## src/rtl/srms_pkg.sv

```systemverilog
// ----------------------------------------------------------------------------
// Stereo RMS level meter: shared types and constants
// Word layouts of both channels, accumulator widths, saturation limits and the
// Q0.16 smoothing coefficients.
// ----------------------------------------------------------------------------
`default_nettype none

package srms_pkg;

	// Accumulator and divider widths.
	localparam int SAMPLE_W = 16;
	localparam int SQ_W     = 31;   // square of a Q1.15 sample, at most 2^30
	localparam int SUM_W    = 48;
	localparam int CNT_W    = 12;
	localparam int ROOT_W   = SUM_W / 2;
	localparam int LEVEL_W  = 32;
	localparam int OUT_W    = 16;

	// Saturation limits of the running sum and the sample count.
	localparam logic [SUM_W-1:0] SUM_MAX = {SUM_W{1'b1}};
	localparam logic [CNT_W-1:0] CNT_MAX = {CNT_W{1'b1}};

	// Q0.16 smoothing coefficients; they add up to one.
	localparam logic [15:0] COEF_OLD = 16'd65208;
	localparam logic [8:0]  COEF_NEW = 9'd328;
	localparam logic [47:0] ROUND_HALF = 48'd32768;

	// Input word: one interleaved stereo frame.
	typedef struct packed {
		logic signed [SAMPLE_W-1:0] left_sample;
		logic signed [SAMPLE_W-1:0] right_sample;
		logic                       last_frame;
	} frame_t;

	// Output word: block RMS and smoothed level.
	typedef struct packed {
		logic [OUT_W-1:0] block_rms;
		logic [OUT_W-1:0] smoothed_level;
	} level_t;

	// Request from the merging stage to the divider at the end of a buffer.
	typedef struct packed {
		logic             start;
		logic [SUM_W-1:0] sum;
		logic [CNT_W-1:0] count;
	} div_req_t;

endpackage

`default_nettype wire

```

## src/rtl/srms_stream_if.sv

```systemverilog
// ----------------------------------------------------------------------------
// Stereo RMS level meter: valid/ready stream channel
// Carries one word per handshake; the word type is set per instance.
// ----------------------------------------------------------------------------
`default_nettype none

interface srms_stream_if #(
	parameter type payload_t = logic
) ();
	logic     valid;
	logic     ready;
	payload_t data;

	modport source (output valid, output data, input ready);
	modport sink   (input valid, input data, output ready);
endinterface

`default_nettype wire

```

## src/rtl/srms_lane.sv

```systemverilog
// ----------------------------------------------------------------------------
// Stereo RMS level meter: squaring lane
// Squares one channel's sample of an accepted frame into a stage register.
// ----------------------------------------------------------------------------
`default_nettype none

module srms_lane (
	input  wire logic                                 clk,
	input  wire logic                                 en,
	input  wire logic signed [srms_pkg::SAMPLE_W-1:0] sample,
	output logic [srms_pkg::SQ_W-1:0]                 sq_s1
);

	logic signed [2*srms_pkg::SAMPLE_W-1:0] prod;

	// The square is never negative and fits below the sign bit.
	assign prod = sample * sample;

	always_ff @(posedge clk) begin
		if (en) begin
			sq_s1 <= prod[srms_pkg::SQ_W-1:0];
		end
	end

endmodule

`default_nettype wire

```

## src/rtl/srms_merge.sv

```systemverilog
// ----------------------------------------------------------------------------
// Stereo RMS level meter: merging stage
// Adds both lane squares to the saturating running sum, counts samples, and
// hands the finished sum and count to the divider on the last frame.
// ----------------------------------------------------------------------------
`default_nettype none

module srms_merge (
	input  wire logic                          clk,
	input  wire logic                          arst_n,
	input  wire logic                          acc,
	input  wire logic                          last,
	input  wire logic [srms_pkg::SQ_W-1:0]     sq_left,
	input  wire logic [srms_pkg::SQ_W-1:0]     sq_right,
	output srms_pkg::div_req_t                 req
);

	logic                          valid_s1;
	logic                          last_s1;
	logic [srms_pkg::SUM_W-1:0]    sum_q;
	logic [srms_pkg::CNT_W-1:0]    cnt_q;
	logic                          start_q;
	logic [srms_pkg::SUM_W-1:0]    req_sum_q;
	logic [srms_pkg::CNT_W-1:0]    req_cnt_q;
	logic [srms_pkg::SUM_W:0]      sum_ext;
	logic [srms_pkg::CNT_W:0]      cnt_ext;
	logic [srms_pkg::SUM_W-1:0]    sum_next;
	logic [srms_pkg::CNT_W-1:0]    cnt_next;

	// Saturating updates of the sum and the count.
	always_comb begin
		sum_ext = {1'b0, sum_q} + (srms_pkg::SUM_W+1)'(sq_left)
			+ (srms_pkg::SUM_W+1)'(sq_right);
		cnt_ext = {1'b0, cnt_q} + (srms_pkg::CNT_W+1)'(2);
		sum_next = (sum_ext > {1'b0, srms_pkg::SUM_MAX}) ? srms_pkg::SUM_MAX
			: sum_ext[srms_pkg::SUM_W-1:0];
		cnt_next = (cnt_ext > {1'b0, srms_pkg::CNT_MAX}) ? srms_pkg::CNT_MAX
			: cnt_ext[srms_pkg::CNT_W-1:0];
	end

	// Stage flags, running state and the divider launch.
	always_ff @(posedge clk or negedge arst_n) begin
		if (!arst_n) begin
			valid_s1 <= 1'b0;
			last_s1  <= 1'b0;
			sum_q    <= '0;
			cnt_q    <= '0;
			start_q  <= 1'b0;
		end else begin
			valid_s1 <= acc;
			last_s1  <= acc & last;
			start_q  <= valid_s1 & last_s1;
			if (valid_s1) begin
				if (last_s1) begin
					sum_q <= '0;
					cnt_q <= '0;
				end else begin
					sum_q <= sum_next;
					cnt_q <= cnt_next;
				end
			end
		end
	end

	// Finished totals for the divider.
	always_ff @(posedge clk) begin
		if (valid_s1 && last_s1) begin
			req_sum_q <= sum_next;
			req_cnt_q <= cnt_next;
		end
	end

	assign req.start = start_q;
	assign req.sum   = req_sum_q;
	assign req.count = req_cnt_q;

endmodule

`default_nettype wire

```

## src/rtl/srms_div.sv

```systemverilog
// ----------------------------------------------------------------------------
// Stereo RMS level meter: mean divider
// Restoring division of the sum by the sample count, one quotient bit per
// cycle. A zero count gives a zero mean.
// ----------------------------------------------------------------------------
`default_nettype none

module srms_div (
	input  wire logic                          clk,
	input  wire logic                          arst_n,
	input  srms_pkg::div_req_t                 req,
	output logic                               done,
	output logic [srms_pkg::SUM_W-1:0]         quotient
);

	localparam int STEP_W = $clog2(srms_pkg::SUM_W);
	localparam logic [STEP_W-1:0] LAST_STEP = STEP_W'(srms_pkg::SUM_W - 1);

	logic                          run_q;
	logic                          done_q;
	logic [STEP_W-1:0]             step_q;
	logic                          zero_q;
	logic [srms_pkg::CNT_W-1:0]    divisor_q;
	logic [srms_pkg::CNT_W-1:0]    rem_q;
	logic [srms_pkg::SUM_W-1:0]    quo_q;
	logic [srms_pkg::CNT_W:0]      rem_sh;
	logic [srms_pkg::CNT_W:0]      rem_sub;
	logic                          take;

	// One restoring step: shift in the next dividend bit and try a subtract.
	always_comb begin
		rem_sh  = {rem_q, quo_q[srms_pkg::SUM_W-1]};
		rem_sub = rem_sh - {1'b0, divisor_q};
		take    = rem_sh >= {1'b0, divisor_q};
	end

	// Sequencing.
	always_ff @(posedge clk or negedge arst_n) begin
		if (!arst_n) begin
			run_q  <= 1'b0;
			done_q <= 1'b0;
			step_q <= '0;
		end else begin
			done_q <= 1'b0;
			if (req.start) begin
				run_q  <= 1'b1;
				step_q <= '0;
			end else if (run_q) begin
				step_q <= step_q + STEP_W'(1);
				if (step_q == LAST_STEP) begin
					run_q  <= 1'b0;
					done_q <= 1'b1;
				end
			end
		end
	end

	// Datapath.
	always_ff @(posedge clk) begin
		if (req.start) begin
			divisor_q <= req.count;
			zero_q    <= (req.count == '0);
			rem_q     <= '0;
			quo_q     <= req.sum;
		end else if (run_q) begin
			rem_q <= take ? rem_sub[srms_pkg::CNT_W-1:0] : rem_sh[srms_pkg::CNT_W-1:0];
			quo_q <= {quo_q[srms_pkg::SUM_W-2:0], take};
		end
	end

	assign done     = done_q;
	assign quotient = zero_q ? '0 : quo_q;

endmodule

`default_nettype wire

```

## src/rtl/srms_sqrt.sv

```systemverilog
// ----------------------------------------------------------------------------
// Stereo RMS level meter: integer square root
// Digit-by-digit floor square root, two radicand bits per cycle.
// ----------------------------------------------------------------------------
`default_nettype none

module srms_sqrt (
	input  wire logic                          clk,
	input  wire logic                          arst_n,
	input  wire logic                          start,
	input  wire logic [srms_pkg::SUM_W-1:0]    radicand,
	output logic                               done,
	output logic [srms_pkg::ROOT_W-1:0]        root
);

	localparam int STEP_W = $clog2(srms_pkg::ROOT_W);
	localparam int REM_W  = srms_pkg::ROOT_W + 2;
	localparam logic [STEP_W-1:0] LAST_STEP = STEP_W'(srms_pkg::ROOT_W - 1);

	logic                          run_q;
	logic                          done_q;
	logic [STEP_W-1:0]             step_q;
	logic [srms_pkg::SUM_W-1:0]    val_q;
	logic [REM_W-1:0]              rem_q;
	logic [srms_pkg::ROOT_W-1:0]   root_q;
	logic [REM_W+1:0]              rem_sh;
	logic [REM_W+1:0]              trial;
	logic [REM_W+1:0]              rem_sub;
	logic                          take;

	// Bring down the next bit pair and compare against 4*root + 1.
	always_comb begin
		rem_sh  = {rem_q, val_q[srms_pkg::SUM_W-1 -: 2]};
		trial   = {2'b00, root_q, 2'b01};
		rem_sub = rem_sh - trial;
		take    = rem_sh >= trial;
	end

	// Sequencing.
	always_ff @(posedge clk or negedge arst_n) begin
		if (!arst_n) begin
			run_q  <= 1'b0;
			done_q <= 1'b0;
			step_q <= '0;
		end else begin
			done_q <= 1'b0;
			if (start) begin
				run_q  <= 1'b1;
				step_q <= '0;
			end else if (run_q) begin
				step_q <= step_q + STEP_W'(1);
				if (step_q == LAST_STEP) begin
					run_q  <= 1'b0;
					done_q <= 1'b1;
				end
			end
		end
	end

	// Datapath.
	always_ff @(posedge clk) begin
		if (start) begin
			val_q  <= radicand;
			rem_q  <= '0;
			root_q <= '0;
		end else if (run_q) begin
			val_q  <= {val_q[srms_pkg::SUM_W-3:0], 2'b00};
			rem_q  <= take ? rem_sub[REM_W-1:0] : rem_sh[REM_W-1:0];
			root_q <= {root_q[srms_pkg::ROOT_W-2:0], take};
		end
	end

	assign done = done_q;
	assign root = root_q;

endmodule

`default_nettype wire

```

## src/rtl/stereo_rms_level_meter_core.sv

```systemverilog
// ----------------------------------------------------------------------------
// Stereo RMS level meter core
// Two squaring lanes feed a merging accumulator; at the end of each buffer the
// mean is divided out, square-rooted and folded into a one-pole smoothed level.
//
// Usage:
//   frame (sink) takes one stereo frame per word: left_sample, right_sample
//   (signed Q1.15) and last_frame. Frames without last_frame are accepted one
//   per cycle and only accumulate. A frame with last_frame closes the buffer.
//   level (source) gives one word per buffer: block_rms and smoothed_level,
//   both unsigned Q1.15.
//   After the last frame is accepted, its result passes through the squaring
//   lanes, the merging stage, the mean divider, the square root and the root register.
//   frame.ready stays low from the last frame until its result is loaded into
//   the output register, so the next buffer cannot start before that.
//   If the receiver stalls, the result waits in the output register while the
//   next buffer accumulates; a later result waits in the root register until
//   the output register is free.
//   Reset clears the running sum, the sample count and the smoothed level;
//   frame.ready is high right after reset.
// ----------------------------------------------------------------------------
`default_nettype none

module stereo_rms_level_meter_core (
	input  wire logic          clk,
	input  wire logic          arst_n,
	srms_stream_if.sink        frame,
	srms_stream_if.source      level
);

	logic                               acc;
	logic [srms_pkg::SQ_W-1:0]          sq_s1 [2];
	srms_pkg::div_req_t                 div_req;
	logic                               div_done;
	logic [srms_pkg::SUM_W-1:0]         mean;
	logic                               sqrt_done;
	logic [srms_pkg::ROOT_W-1:0]        root;
	logic                               busy_q;
	logic                               rms_valid_q;
	logic [srms_pkg::OUT_W-1:0]         rms_q;
	logic [srms_pkg::LEVEL_W-1:0]       level_q;
	logic                               out_valid_q;
	srms_pkg::level_t                   out_q;
	logic                               load_out;
	logic [47:0]                        prod_old;
	logic [24:0]                        prod_new;
	logic [srms_pkg::LEVEL_W-1:0]       rounded;
	logic [srms_pkg::LEVEL_W:0]         acc_sum;
	logic [srms_pkg::LEVEL_W-1:0]       acc_sat;

	// Input handshake: hold off while a buffer's result is being computed.
	assign frame.ready = !busy_q;
	assign acc         = frame.valid && frame.ready;

	// One squaring lane per channel.
	srms_lane u_lane_left (
		.clk    (clk),
		.en     (acc),
		.sample (frame.data.left_sample),
		.sq_s1  (sq_s1[0])
	);

	srms_lane u_lane_right (
		.clk    (clk),
		.en     (acc),
		.sample (frame.data.right_sample),
		.sq_s1  (sq_s1[1])
	);

	// Merge the lanes into the running sum and count.
	srms_merge u_merge (
		.clk      (clk),
		.arst_n   (arst_n),
		.acc      (acc),
		.last     (frame.data.last_frame),
		.sq_left  (sq_s1[0]),
		.sq_right (sq_s1[1]),
		.req      (div_req)
	);

	// Mean of the squares, then its square root.
	srms_div u_div (
		.clk      (clk),
		.arst_n   (arst_n),
		.req      (div_req),
		.done     (div_done),
		.quotient (mean)
	);

	srms_sqrt u_sqrt (
		.clk      (clk),
		.arst_n   (arst_n),
		.start    (div_done),
		.radicand (mean),
		.done     (sqrt_done),
		.root     (root)
	);

	// Smoothing: round(level * 0.995) + rms * 0.005, saturated in Q1.31.
	always_comb begin
		prod_old = level_q * srms_pkg::COEF_OLD;
		prod_new = rms_q * srms_pkg::COEF_NEW;
		rounded  = srms_pkg::LEVEL_W'((prod_old + srms_pkg::ROUND_HALF) >> 16);
		acc_sum  = {1'b0, rounded} + (srms_pkg::LEVEL_W+1)'(prod_new);
		acc_sat  = acc_sum[srms_pkg::LEVEL_W] ? {srms_pkg::LEVEL_W{1'b1}}
			: acc_sum[srms_pkg::LEVEL_W-1:0];
	end

	assign load_out = rms_valid_q && (!out_valid_q || level.ready);

	// Control and smoothed state.
	always_ff @(posedge clk or negedge arst_n) begin
		if (!arst_n) begin
			busy_q      <= 1'b0;
			rms_valid_q <= 1'b0;
			out_valid_q <= 1'b0;
			level_q     <= '0;
		end else begin
			if (acc && frame.data.last_frame) begin
				busy_q <= 1'b1;
			end
			if (sqrt_done) begin
				rms_valid_q <= 1'b1;
			end
			if (load_out) begin
				level_q     <= acc_sat;
				rms_valid_q <= 1'b0;
				busy_q      <= 1'b0;
				out_valid_q <= 1'b1;
			end else if (level.ready) begin
				out_valid_q <= 1'b0;
			end
		end
	end

	// Clamped root and the output word.
	always_ff @(posedge clk) begin
		if (sqrt_done) begin
			rms_q <= (root[srms_pkg::ROOT_W-1:srms_pkg::OUT_W] != '0)
				? {srms_pkg::OUT_W{1'b1}} : root[srms_pkg::OUT_W-1:0];
		end
		if (load_out) begin
			out_q.block_rms      <= rms_q;
			out_q.smoothed_level <= acc_sat[srms_pkg::LEVEL_W-1 -: srms_pkg::OUT_W];
		end
	end

	assign level.valid = out_valid_q;
	assign level.data  = out_q;

`ifndef SYNTHESIS
	// A closing frame always opens a busy window.
	a_last_sets_busy: assert property (@(posedge clk) disable iff (!arst_n)
		acc && frame.data.last_frame |=> busy_q)
		else $error("last frame accepted without entering busy");

	// The divider is launched only for a closed buffer.
	a_div_in_busy: assert property (@(posedge clk) disable iff (!arst_n)
		div_req.start |-> busy_q)
		else $error("divider launched outside a busy window");

	// A new root never overwrites one still waiting for the output register.
	a_no_root_overwrite: assert property (@(posedge clk) disable iff (!arst_n)
		sqrt_done |-> !rms_valid_q)
		else $error("root result overwritten");

	// A pending root implies the input side is still held off.
	a_root_implies_busy: assert property (@(posedge clk) disable iff (!arst_n)
		rms_valid_q |-> busy_q)
		else $error("pending root while input accepted");
`endif

endmodule

`default_nettype wire

```

## src/flat_wrapper.sv

```systemverilog
// flat-port wrapper written by rule: the top's interface ports become plain ports
module stereo_rms_level_meter_core_flat 
  (clk, arst_n, frame_valid, frame_data, frame_ready, level_valid, level_data, level_ready);
  srms_stream_if #(.payload_t(srms_pkg::frame_t)) frame_i ();
  srms_stream_if #(.payload_t(srms_pkg::level_t)) level_i ();
  input  wire logic clk;
  input  wire logic arst_n;
  input wire logic [$bits(frame_i.valid)-1:0] frame_valid;
  input wire logic [$bits(frame_i.data)-1:0] frame_data;
  output wire logic [$bits(frame_i.ready)-1:0] frame_ready;
  output wire logic [$bits(level_i.valid)-1:0] level_valid;
  output wire logic [$bits(level_i.data)-1:0] level_data;
  input wire logic [$bits(level_i.ready)-1:0] level_ready;
  assign frame_i.valid = frame_valid;
  assign frame_i.data = frame_data;
  assign frame_ready = frame_i.ready;
  assign level_valid = level_i.valid;
  assign level_data = level_i.data;
  assign level_i.ready = level_ready;
  stereo_rms_level_meter_core u_core (.clk(clk), .arst_n(arst_n), .frame(frame_i), .level(level_i));
endmodule
```

## config.mk

```make
export PLATFORM = sky130hd
export DESIGN_NAME = stereo_rms_level_meter_core_flat
export DESIGN_NICKNAME = d
export VERILOG_FILES = /design/src/rtl/srms_pkg.sv /design/src/rtl/srms_stream_if.sv /design/src/rtl/srms_lane.sv /design/src/rtl/srms_merge.sv /design/src/rtl/srms_div.sv /design/src/rtl/srms_sqrt.sv /design/src/rtl/stereo_rms_level_meter_core.sv /design/src/flat_wrapper.sv
export SDC_FILE = /design/constraint.sdc
export NUM_CORES = 2
export LEC_CHECK = 0
export BUFFER_PORTS_ARGS = -buffer_cell sky130_fd_sc_hd__buf_4
export CORE_UTILIZATION = 54
export CTS_BUF_LIST = sky130_fd_sc_hd__clkbuf_16
export DETAILED_ROUTE_END_ITERATION = 8
export MAX_ROUTING_LAYER = met4
export PLACE_DENSITY = 0.67
export SLEW_MARGIN = 20
export SYNTH_ARGS = -nofsm -noshare
export SYNTH_HDL_FRONTEND = slang
export SYNTH_SLANG_ARGS = --single-unit
```

## constraint.sdc

```tcl
create_clock -name clk -period 11.59 [get_ports clk]
set_input_delay 0.5795 -clock clk [delete_from_list [all_inputs] [get_ports clk]]
set_output_delay 0.5795 -clock clk [all_outputs]
set_load 0.005 [all_outputs]
```

==> reports/metrics.csv <==
metric;value;unit
Core ar.;93500;um^2
TritonRoute pass-1 iters;5;
CP endpoint kind;register;
GP Congestion;0.895;
Die ar.;95700;um^2
Avg Cell Area, Syn;10.2;um^2
final setup margin;1.94;ns
CP startpoint;u_core.level_q[3];
multi-input logic area;34100;um^2
post-route minimum period;9.65;ns
critical path endpoint;u_core.level_q[5];
Leak;26.1;nW
Area growth syn-to-layout;6.98;%
status;finished, final reports clean;
postcts setup bufs;0;
Ys Warns;0;
Switching Power;7.52;mW
fmax;104;MHz
Longest Clk Path Bufs;3;
crit path kind;register to register;
Final HPWL DP;86000;um
Synth Cell Area;51000;um^2
Fill cells;8048;
slowest cell delay on critical path;0.82;ns
largest net degree at the start of global routing;97;
Routed wire per std cell;17.1;um
DP Area;52800;um^2
Iteration-0 DRC Markers;1934;
Worst R2R Setup Slack;1.94;ns
Port Buffers;70;
CTS tree;done;
clock latency on the worst-skew pair;0.63;ns
CP top delay family;adder cells;
nets@finish;6249;
Synth Flop Type;edfxtp_1;
Rel. slew slack;30.5;%
CP max stage cell;a21oi_4;
Final Max Slew Viols;0;
fin crit share;83.3;%
Pwr Density;302;nW/um^2
CTS resizes;0;
Hold Path Cell Cnt;3;
Root Driver;clkbuf_16;
Required @ worst endpoint;12.02;ns
sequential power share;18.4;%
Synth cell types;97;
Setup TNS Final;0;ns
combinational group share of total power;71.3;%
Clock transition at path regs;0.07;ns
FF+latch count, synth;452;
CTS buffer count;53;
GRT overflow;0;
Max IR drop VDD;0.915;mV
hold_buf cts;1;
Row Count;112;
clk sink count;452;
via count;33700;
number of synthesized flops with an enable pin;277;
Cells after Synth;5000;
Initial Utilization;54.6;%
IO Pins;71;
Crit path depth;31;
GRT Total Usage;24.6;%
Setup violations, final;0;
pre-CTS setup slack;2.06;ns
worst hold-check path type;primary input to register;
antenna violations before repair;1;
DRT Wirelength;108000;um
crit path DAT;10.08;ns
cell internal pwr;8.94;mW
CP most frequent cell;fa_1;
final worst clock skew;0.0319;ns
register area share after synthesis;24.3;%
# H-tree levels;2;
Clk network pwr share;10.3;%
crit start category;register;
Fin. Hold Viols;0;
Die W;309;um
Async SR Flop Fraction;25.0;%
RSZ-0062 raised after global routing;false;
Reg-to-Reg End;u_core.level_q[5];
post-route cell area;54600;um^2
die height;309;um
layout cells sized above 1;6.13;%
drt via density;5.34;
DRC Markers;0;
Sw Share;45.7;%
CP max FO;22;
max-cap violation count;0;
Tightest Pin Transition;1.04;ns
vias in the first global route;35500;
WP buf/inv;4;
register area;12400;um^2
first-pass GRT wire length;182000;um
Post-Layout Cell Count;6310;
Detail Route Antenna Nets;0;
r2r worst-path depth;31;
hold_ws;0.228;ns
reg2reg start;u_core.level_q[3];
Placed Cells;6209;
## metrics by stage
stage          power (mW)  utilization (%)
6_report             16.5             58.4
5_1_grt              18.2             58.4
4_1_cts              16.6             58.4
3_5_place_dp         14.8             56.5
3_3_place_gp         14.6             56.5
2_1_floorplan        12.2                -
## Yosys cell counts, types with 36 or more instances
cell	number	area share (%)
xnor2_1	165	2.8
a21oi_1	170	1.7
nand3_1	63	0.62
ha_1	456	11
edfxtp_1	277	16
nor3_1	38	0.37
clkbuf_1	114	0.84
nand2b_1	40	0.49
dfxtp_1	62	2.4
nand2_1	335	2.5
o22ai_1	49	0.60
and2_1	121	1.5
mux2i_1	66	1.3
fa_1	745	29
o21ai_0	97	0.95
a211oi_1	51	0.75
nor2b_1	36	0.44
a21o_1	86	1.3
and3_1	39	0.48
xor2_1	74	1.3
dfrtp_1	113	5.5
mux2_2	57	1.3
nor2_1	267	2.0
inv_1	1077	7.9
## power groups by stage
stage / registers, mW / logic (mW) / clock network, mW
floorplan: 2.94 / 9.25 / 0
global placement: 3.06 / 11.6 / 0
detailed placement: 3.06 / 11.7 / 0
CTS: 3.04 / 11.8 / 1.75
global route: 3.07 / 13.4 / 1.81
finish: 3.03 / 11.7 / 1.70
## kinds of logic after synthesis
family / share of synthesized area [%]
XOR/XNOR: 4.14
other: 0.00735
AO/OA/AOI/OAI: 9.68
flip-flops: 24.3
multiplexers: 2.55
AND/OR/NAND/NOR: 9.93
adder cells (fa/ha/maj): 40.4
buffers and inverters: 8.98
## per-layer routing
| metal | wire, um | global-route usage (%) | share of wire [%] | vias to the layer above |
|---|---|---|---|---|
| met5 | 0 | - | 0 | - |
| met3 | 4680 | 3.11 | 4.3 | 139 |
| li1 | - | - | - | 16200 |
| met2 | 51800 | 40.4 | 48 | 652 |
| met4 | 2440 | 5.78 | 2.3 | 0 |
| met1 | 49100 | 32.7 | 45 | 16700 |
## layout make-up
class                           instances  share of cell area [%]
Multi-Input combinational cell       3334                    62.5
Tap cell                             1254                    2.88
Clock inverter                         45                   0.775
Inverter                             1080                    7.43
Clock buffer                           54                    2.48
Antenna cell                            1                 0.00459
Timing Repair Buffer                   90                    1.25
Sequential cell                       452                    22.7
## worst min-delay path by stage
stage	from	to	slack, ns
after floorplan	arst_n	u_core.busy_q	0.28
after global placement	u_core.u_merge.req_cnt_q[6]	u_core.u_div.divisor_q[6]	0.43
after detailed placement	u_core.u_merge.req_cnt_q[4]	u_core.u_div.divisor_q[4]	0.44
after CTS	level_ready	u_core.level.valid	0.19
after global routing	level_ready	u_core.level.valid	0.23
final	level_ready	u_core.level.valid	0.23
## placed cells by master (no fill, tap or decap), drive strengths merged, types with 54 or more instances in the layout
cell type	instances
inv	1092
edfxtp	277
nand3	65
xnor2	165
dfrtp	113
mux2i	66
fa	745
buf	89
nor2	268
ha	456
a21o	86
clkbuf	54
o21ai	105
a21oi	180
nand2	335
and2	123
xor2	75
dfxtp	62
mux2	57
## worst reg2reg max path: cells and delay by family (launching register included)
kind / cells / cell delay [ns]
xor+xnor: 2 / 0.45
compound gates: 12 / 3.26
fa+ha+maj: 7 / 3.41
flops: 1 / 0.53
simple gates: 6 / 1.47
buf+inv: 4 / 0.35
## flip-flops by register name, summed over array words and instances, names as in the netlist, 16 cells and up
signal	cells
u_core.u_div.quo_q	48
u_core.u_merge.req_sum_q	48
u_core.u_merge.sum_q	48
u_core.u_sqrt.val_q	48
u_core.level.data	32
u_core.level_q	32
u_core.u_lane_left.sq_s1	30
u_core.u_lane_right.sq_s1	30
u_core.u_sqrt.rem_q	26
u_core.u_sqrt.root	24
u_core.rms_q	16
(Power assumes the default switching activity.)
